===== config.mk =====
export PLATFORM = sky130hd
export DESIGN_NAME = qte_isqrt
export DESIGN_NICKNAME = d
export VERILOG_FILES = /design/src/hw/rtl/qte_isqrt.sv
export SDC_FILE = /design/constraint.sdc
export NUM_CORES = 2
export LEC_CHECK = 0
export BUFFER_PORTS_ARGS = -buffer_cell sky130_fd_sc_hd__buf_4
export CAP_MARGIN = 15
export CORE_UTILIZATION = 26
export CTS_CLUSTER_DIAMETER = 40
export CTS_CLUSTER_SIZE = 28
export DETAILED_ROUTE_END_ITERATION = 6
export PLACE_DENSITY = 0.45
export SYNTH_ARGS = -nofsm -noshare
export SYNTH_HDL_FRONTEND = slang
export SYNTH_MEMORY_MAX_BITS = 65536
export SYNTH_SLANG_ARGS = --single-unit

===== constraint.sdc =====
create_clock -name clk -period 8.1 [get_ports clk]
set_clock_uncertainty 0.15 [all_clocks]
set_input_delay 0.405 -clock clk [delete_from_list [all_inputs] [get_ports clk]]
set_output_delay 0.405 -clock clk [all_outputs]
set_load 0.03 [all_outputs]

===== src/hw/rtl/qte_isqrt.sv =====
// Pipelined integer square root of a 61-bit radicand, one result bit per
// stage, with a side word that travels alongside. Depends on nothing.
module qte_isqrt #(
  parameter int SW = 8
) (
  input  logic clk,
  input  logic rst,
  input  logic en,
  input  logic in_valid,
  input  logic [60:0] rad,
  input  logic [SW-1:0] in_side,
  output logic out_valid,
  output logic [30:0] root,
  output logic [SW-1:0] out_side
);
  localparam int NS = 31;

  logic [61:0] nn [0:NS-1];
  logic [61:0] rr [0:NS-1];
  logic        vv [0:NS-1];
  logic [SW-1:0] sd [0:NS-1];

  logic [61:0] src_n [0:NS-1];
  logic [61:0] src_r [0:NS-1];
  logic [61:0] nxt_n [0:NS-1];
  logic [61:0] nxt_r [0:NS-1];

  always_comb begin
    src_n[0] = 62'(rad);
    src_r[0] = '0;
    for (int k = 1; k < NS; k++) begin
      src_n[k] = nn[k-1];
      src_r[k] = rr[k-1];
    end
    for (int k = 0; k < NS; k++) begin
      logic [61:0] b;
      b = 62'(1) << (60 - 2 * k);
      if (src_n[k] >= src_r[k] + b) begin
        nxt_n[k] = src_n[k] - (src_r[k] + b);
        nxt_r[k] = (src_r[k] >> 1) + b;
      end else begin
        nxt_n[k] = src_n[k];
        nxt_r[k] = src_r[k] >> 1;
      end
    end
  end

  always_ff @(posedge clk) begin
    if (rst) begin
      for (int k = 0; k < NS; k++) begin
        vv[k] <= 1'b0;
      end
    end else if (en) begin
      vv[0] <= in_valid;
      for (int k = 1; k < NS; k++) begin
        vv[k] <= vv[k-1];
      end
    end
    if (en) begin
      sd[0] <= in_side;
      for (int k = 1; k < NS; k++) begin
        sd[k] <= sd[k-1];
      end
      for (int k = 0; k < NS; k++) begin
        nn[k] <= nxt_n[k];
        rr[k] <= nxt_r[k];
      end
    end
  end

  assign out_valid = vv[NS-1];
  assign root      = rr[NS-1][30:0];
  assign out_side  = sd[NS-1];

endmodule


; Word level (Yosys, flattened, before mapping)
; Memory sizes are Yosys's and may differ from the RTL's.
; Index checks and enable logic that the tools add are counted.
[classes]
n_addsub = 91
n_lt_le_gt_ge = 31
mux = 99
n_bitwise = 31
[ops]
columns = op, count
row1 = 62-bit two-way mux, 61
row2 = 62-bit greater-or-equal comparator, 30
row3 = 62-bit subtractor, 30
row4 = 61-bit by 1-bit adder with 62-bit output (second input constant), 1
row5 = 61-bit by 11-bit adder with 62-bit output (second input constant), 1
row6 = 61-bit by 13-bit adder with 62-bit output (second input constant), 1
row7 = 61-bit by 15-bit adder with 62-bit output (second input constant), 1
row8 = 61-bit by 17-bit adder with 62-bit output (second input constant), 1
row9 = 61-bit by 19-bit adder with 62-bit output (second input constant), 1
row10 = 61-bit by 21-bit adder with 62-bit output (second input constant), 1
row11 = 61-bit by 23-bit adder with 62-bit output (second input constant), 1
row12 = 61-bit by 25-bit adder with 62-bit output (second input constant), 1
row13 = 61-bit by 27-bit adder with 62-bit output (second input constant), 1
row14 = 61-bit by 29-bit adder with 62-bit output (second input constant), 1
row15 = 61-bit by 3-bit adder with 62-bit output (second input constant), 1
row16 = 61-bit by 31-bit adder with 62-bit output (second input constant), 1
row17 = 61-bit by 33-bit adder with 62-bit output (second input constant), 1
row18 = 61-bit by 35-bit adder with 62-bit output (second input constant), 1
row19 = 61-bit by 37-bit adder with 62-bit output (second input constant), 1
row20 = 61-bit by 39-bit adder with 62-bit output (second input constant), 1
row21 = 61-bit by 41-bit adder with 62-bit output (second input constant), 1
row22 = 61-bit by 43-bit adder with 62-bit output (second input constant), 1
row23 = 61-bit by 45-bit adder with 62-bit output (second input constant), 1
row24 = 61-bit by 47-bit adder with 62-bit output (second input constant), 1
row25 = 44 further kinds, 110
[word_totals]
register_bits = 0
mem_bits_rw = 4123
output_inout_bits = 40
mem_count = 4
[memory_table]
columns = name, words, word_bits, rd, rd_clocked_by_memory_dff, write_ports, line_no
row1 = nn, 31, 62, 30, 0, 31, 18  ; logic [61:0] nn [0:NS-1];
row2 = rr, 31, 62, 31, 0, 31, 19  ; logic [61:0] rr [0:NS-1];
row3 = sd, 31, 8, 31, 0, 31, 21  ; logic [SW-1:0] sd [0:NS-1];
row4 = vv, 31, 1, 31, 0, 31, 20  ; logic vv [0:NS-1];

; Logic depth before layout (Yosys ltp)
[depth]
word_depth = 4
ltp_mapped = 16

; Least setup slack after synthesis
; Ideal clock, no wire load.
[synth_timing]
path_kind = register to register
startpoint = mem nn[28][45] (netlist: nn[1][789])
endpoint = mem nn[29][57] (netlist: nn[1][863]), data pin
setup_ns = 0.271
arrival_ns = 3.314
t_required_ns = 7.679
slack_ns = 4.364
path_stages_with_launch = 11
path_cell_list = edfxtp_1 -> or3_1 -> or2_1 -> or3_4 -> or4_4 -> or3_1 -> or4_4 -> o21bai_2 -> buf_6 -> nor4_1 -> xor2_1
[synth_lines]
columns = element, line_no
row1 = from (decl), 18

==> results by group <==
Drt
  • Vias: 76300
  • Total Wirelength: 327000 um
  • Vias per inst: about 4.6
  • Post-route DRC: 0
  • WL/cell: 19.8 um
  • DR pass1 iterations: 6
  • ANT nets after route: 0
  • 1st-iter DRT viols: 5442

Global routing
  • Initial antenna violation count: 9
  • Largest net degree at the start of global routing: 206
  • Vias in the first global route: 77600
  • GRT overflow: 0
  • First-pass GRT wire length: 490000 um
  • Tot GR Track Use: a little over an eighth

Clock tree
  • Clock sink total: ~2600
  • Post-cts gate resize count: 0
  • CTS tree: built
  • Worst-path clk slew: 0.04 ns
  • H-tree depth: 5
  • Clk_lat worst skew: 1.02 ns
  • Clk buf depth: 4
  • TritonCTS Buffers: 420
  • Root buf cell: clkbuf_16

Yosys
  • Most used DFF post-synth: edfxtp_1
  • Ys async rst share: 0%
  • Mapped Cells: between 9000 and 10000
  • Avg Cell Area, Syn: roughly 13 um^2
  • EDFF count, synth: 2635
  • Post-synthesis sequential area ratio: 64.9%
  • #FFs+latches synth: ~2600
  • Post-synthesis cell area: 0.122 mm^2
  • Synth Warn #: 0
  • Distinct cell type count of the synthesized netlist: 88

Power and ir drop
  • Sw frac: 29.7%
  • Switching power: approximately 13 mW
  • Sequential share of power: 41.4%
  • Leakage: 53.6 nW
  • VDD IR max: 0.189 mV
  • Cell Int Power: 31.6 mW
  • Pwr dens: roughly 310 mW/mm^2
  • Clock power frac: between 40% and 50%
  • Logic pwr share: 17.8%

Timing
  • Slew headroom: about a fifth
  • Slew at the pin closest to its max-slew limit: about 1.2 ns
  • Unrepaired setup endpoints after global routing: false
  • Tcrit/Tclk final: 64.1%
  • Worst Slack Setup Final: roughly 2.9 ns
  • Setup_tns: 0 ns
  • Final Critical Period: 5.19 ns
  • Final setup viols: 0
  • Fmax: 193 MHz
  • Final Hold Vio Count: 0
  • Final Max Slew Viols: 0

Die
  • Initial Utilization: 26.1%
  • Area of the core: about 0.47 mm^2
  • Die Height: a little under 700 um
  • Row count: roughly 250
  • Chip Width: 687 um
  • Die Area: 0.472 mm^2
  • Io pins: 113

Worst setup path
  • Crit path DAT: roughly 5.7 ns
  • Max incr delay on CP: 0.75 ns
  • Family with the most delay on the worst path: simple AND/OR/NAND/NOR gates
  • CP Data Required Time: 8.64 ns
  • WS Path Type: flop to flop
  • Crit. End Element: flop
  • Worst Path Buf+Inv: 2
  • Worst-path fanout max: 52
  • Most used cell, CP: nor4_1
  • Critical Path Start Type: flop
  • Slowest-stage cell, CP: nor3_1
  • Crit-path cells: or4_1 -> nor4_1 -> nand2b_1 -> nor3_1 -> nand2_1 -> nor4_1 -> and2_1 -> inv_2 -> buf_4 -> mux2_2

Finish
  • Area grow syn2layout: 20.3%
  • Final #Nets: approximately 11000
  • Commonest non-fill, non-tap cell in the layout: edfxtp_1
  • Most frequent cells in the layout: edfxtp_1, inv_1, nand2_1
  • Layout cells sized above 1: between 10% and 20%

Worst hold path
  • Min-delay worst type: input port to flop

Status
  • Outcome: finished clean

Run
  • Max-cap violations: 0

Placed design
  • IO Port Bufs: 112
  • Setup WS pre-CTS: 2.82 ns
  • Post-DP HPWL: between 200000 and 250000 um
  • Final GP Congestion: 0.867
[worst paths after layout]
kind	cells after the start	start	endpoint	slack, ns
worst min-delay path	2	in_side[1]	sd[0][1]$_DFFE_PP_	0.13
worst min register to register	0	sd[1][19]$_DFFE_PP_	sd[1][27]$_DFFE_PP_	0.25
worst max register to register	10	nn[1][598]$_DFFE_PP_	nn[1][637]$_DFFE_PP_	2.91
worst max-delay path	10	nn[1][598]$_DFFE_PP_	nn[1][637]$_DFFE_PP_	2.91
[cell usage after synthesis, types with 14 or more instances]
cell	instances	area, um^2
or4_1	72	541
a21boi_0	26	195
o21bai_1	50	375
o31a_1	16	140
inv_1	665	2500
nor2b_1	86	538
a311oi_1	15	131
nor3b_1	22	165
and4_1	27	236
nand3b_1	23	173
o21ai_1	20	100
ha_1	523	6540
o41ai_1	14	123
nor4_1	307	1920
a2111oi_0	15	131
or2_2	40	250
a31oi_1	55	344
nand2b_1	101	632
nand3_1	187	936
and3_1	52	325
a21o_1	199	1490
a21oi_1	544	2720
o211ai_1	26	195
edfxtp_1	2635	79100
xnor2_1	432	3780
a211oi_1	52	390
nand4_1	143	895
clkbuf_1	164	616
nor3_1	259	1300
a211o_1	17	149
mux2_2	62	698
nor4b_1	53	464
and2_1	51	319
nor2_1	547	2050
o21a_1	78	586
o21ai_0	413	2070
xor2_1	397	3480
or3_1	107	669
nand2_1	637	2390
o31ai_1	41	308
[metal layers]
| metal | vias to the layer above | share of wire, % | global-route usage (%) |
|---|---|---|---|
| met5 | - | 0.0040 | 0 |
| met4 | 2 | 3.4 | 4.66 |
| met3 | 565 | 4.2 | 2.08 |
| met2 | 1704 | 51 | 24.5 |
| met1 | 37500 | 41 | 16.0 |
| li1 | 36500 | - | - |
[stage by stage]
stage | instance area [um^2] | hold slack [ns] | total power [mW] | std cells | util [%]
after detailed placement | 130000 | 0.255 | 26.8 | 15600 | 27.9
after floorplan | 122000 | 0.250 | 23.7 | 9389 | -
final | 147000 | 0.129 | 45.0 | 16500 | 31.4
after CTS | 147000 | 0.00573 | 45.6 | 16500 | 31.4
after global routing | 147000 | 0.0504 | 47.1 | 16500 | 31.4
after global placement | 130000 | 0.251 | 26.7 | 15600 | 27.9
[cell families after synthesis]
family	count (synthesis)	share of synthesized area, %
flops	2635	64.9
mux	74	0.671
fa+ha+maj	523	5.37
xor+xnor	829	5.96
compound gates	1704	8.67
simple gates	2760	11.7
other cells	1	0.00308
buf+inv	862	2.73
[power by group through the flow]
stage | Clock, mW | Combinational [mW] | Sequential [mW]
3_3_place_gp | 0 | 7.85 | 18.9
2_1_floorplan | 0 | 5.58 | 18.1
3_5_place_dp | 0 | 7.90 | 18.9
5_1_grt | 19.4 | 8.83 | 18.8
4_1_cts | 18.9 | 8.00 | 18.6
6_report | 18.4 | 8.00 | 18.6
[layout make-up]
class,instances,area [um^2]
Antenna cell,4,10.0
Clock buffer,445,10700
Clock inverter,345,4030
Fill cell,46100,320000
Inverter,669,2510
Multi-Input combinational cell,5892,39500
Sequential cell,2635,79100
Tap cell,6198,7750
Timing Repair Buffer,315,2910
[worst reg2reg max path, stage by stage (launching register included)]
cell      delay, ns
edfxtp_1       0.41
or4_1          0.62
nor4_1         0.29
nand2b_1       0.14
nor3_1         0.75
nand2_1        0.52
nor4_1         0.41
and2_1         0.50
inv_2          0.49
buf_4          0.38
mux2_2         0.30
[timing repair]
action,in CTS,in global routing
hold buffers,140,0
setup endpoints to repair,0,0
hold endpoints to repair,181,0
buffers inserted,0,0
[sequential cells by signal, indices dropped and copies added (netlist names)]
signal / cells
nn: 1860
rr: 496
sd: 248
vv: 31
Note: power is estimated with default switching activity, not from simulation.
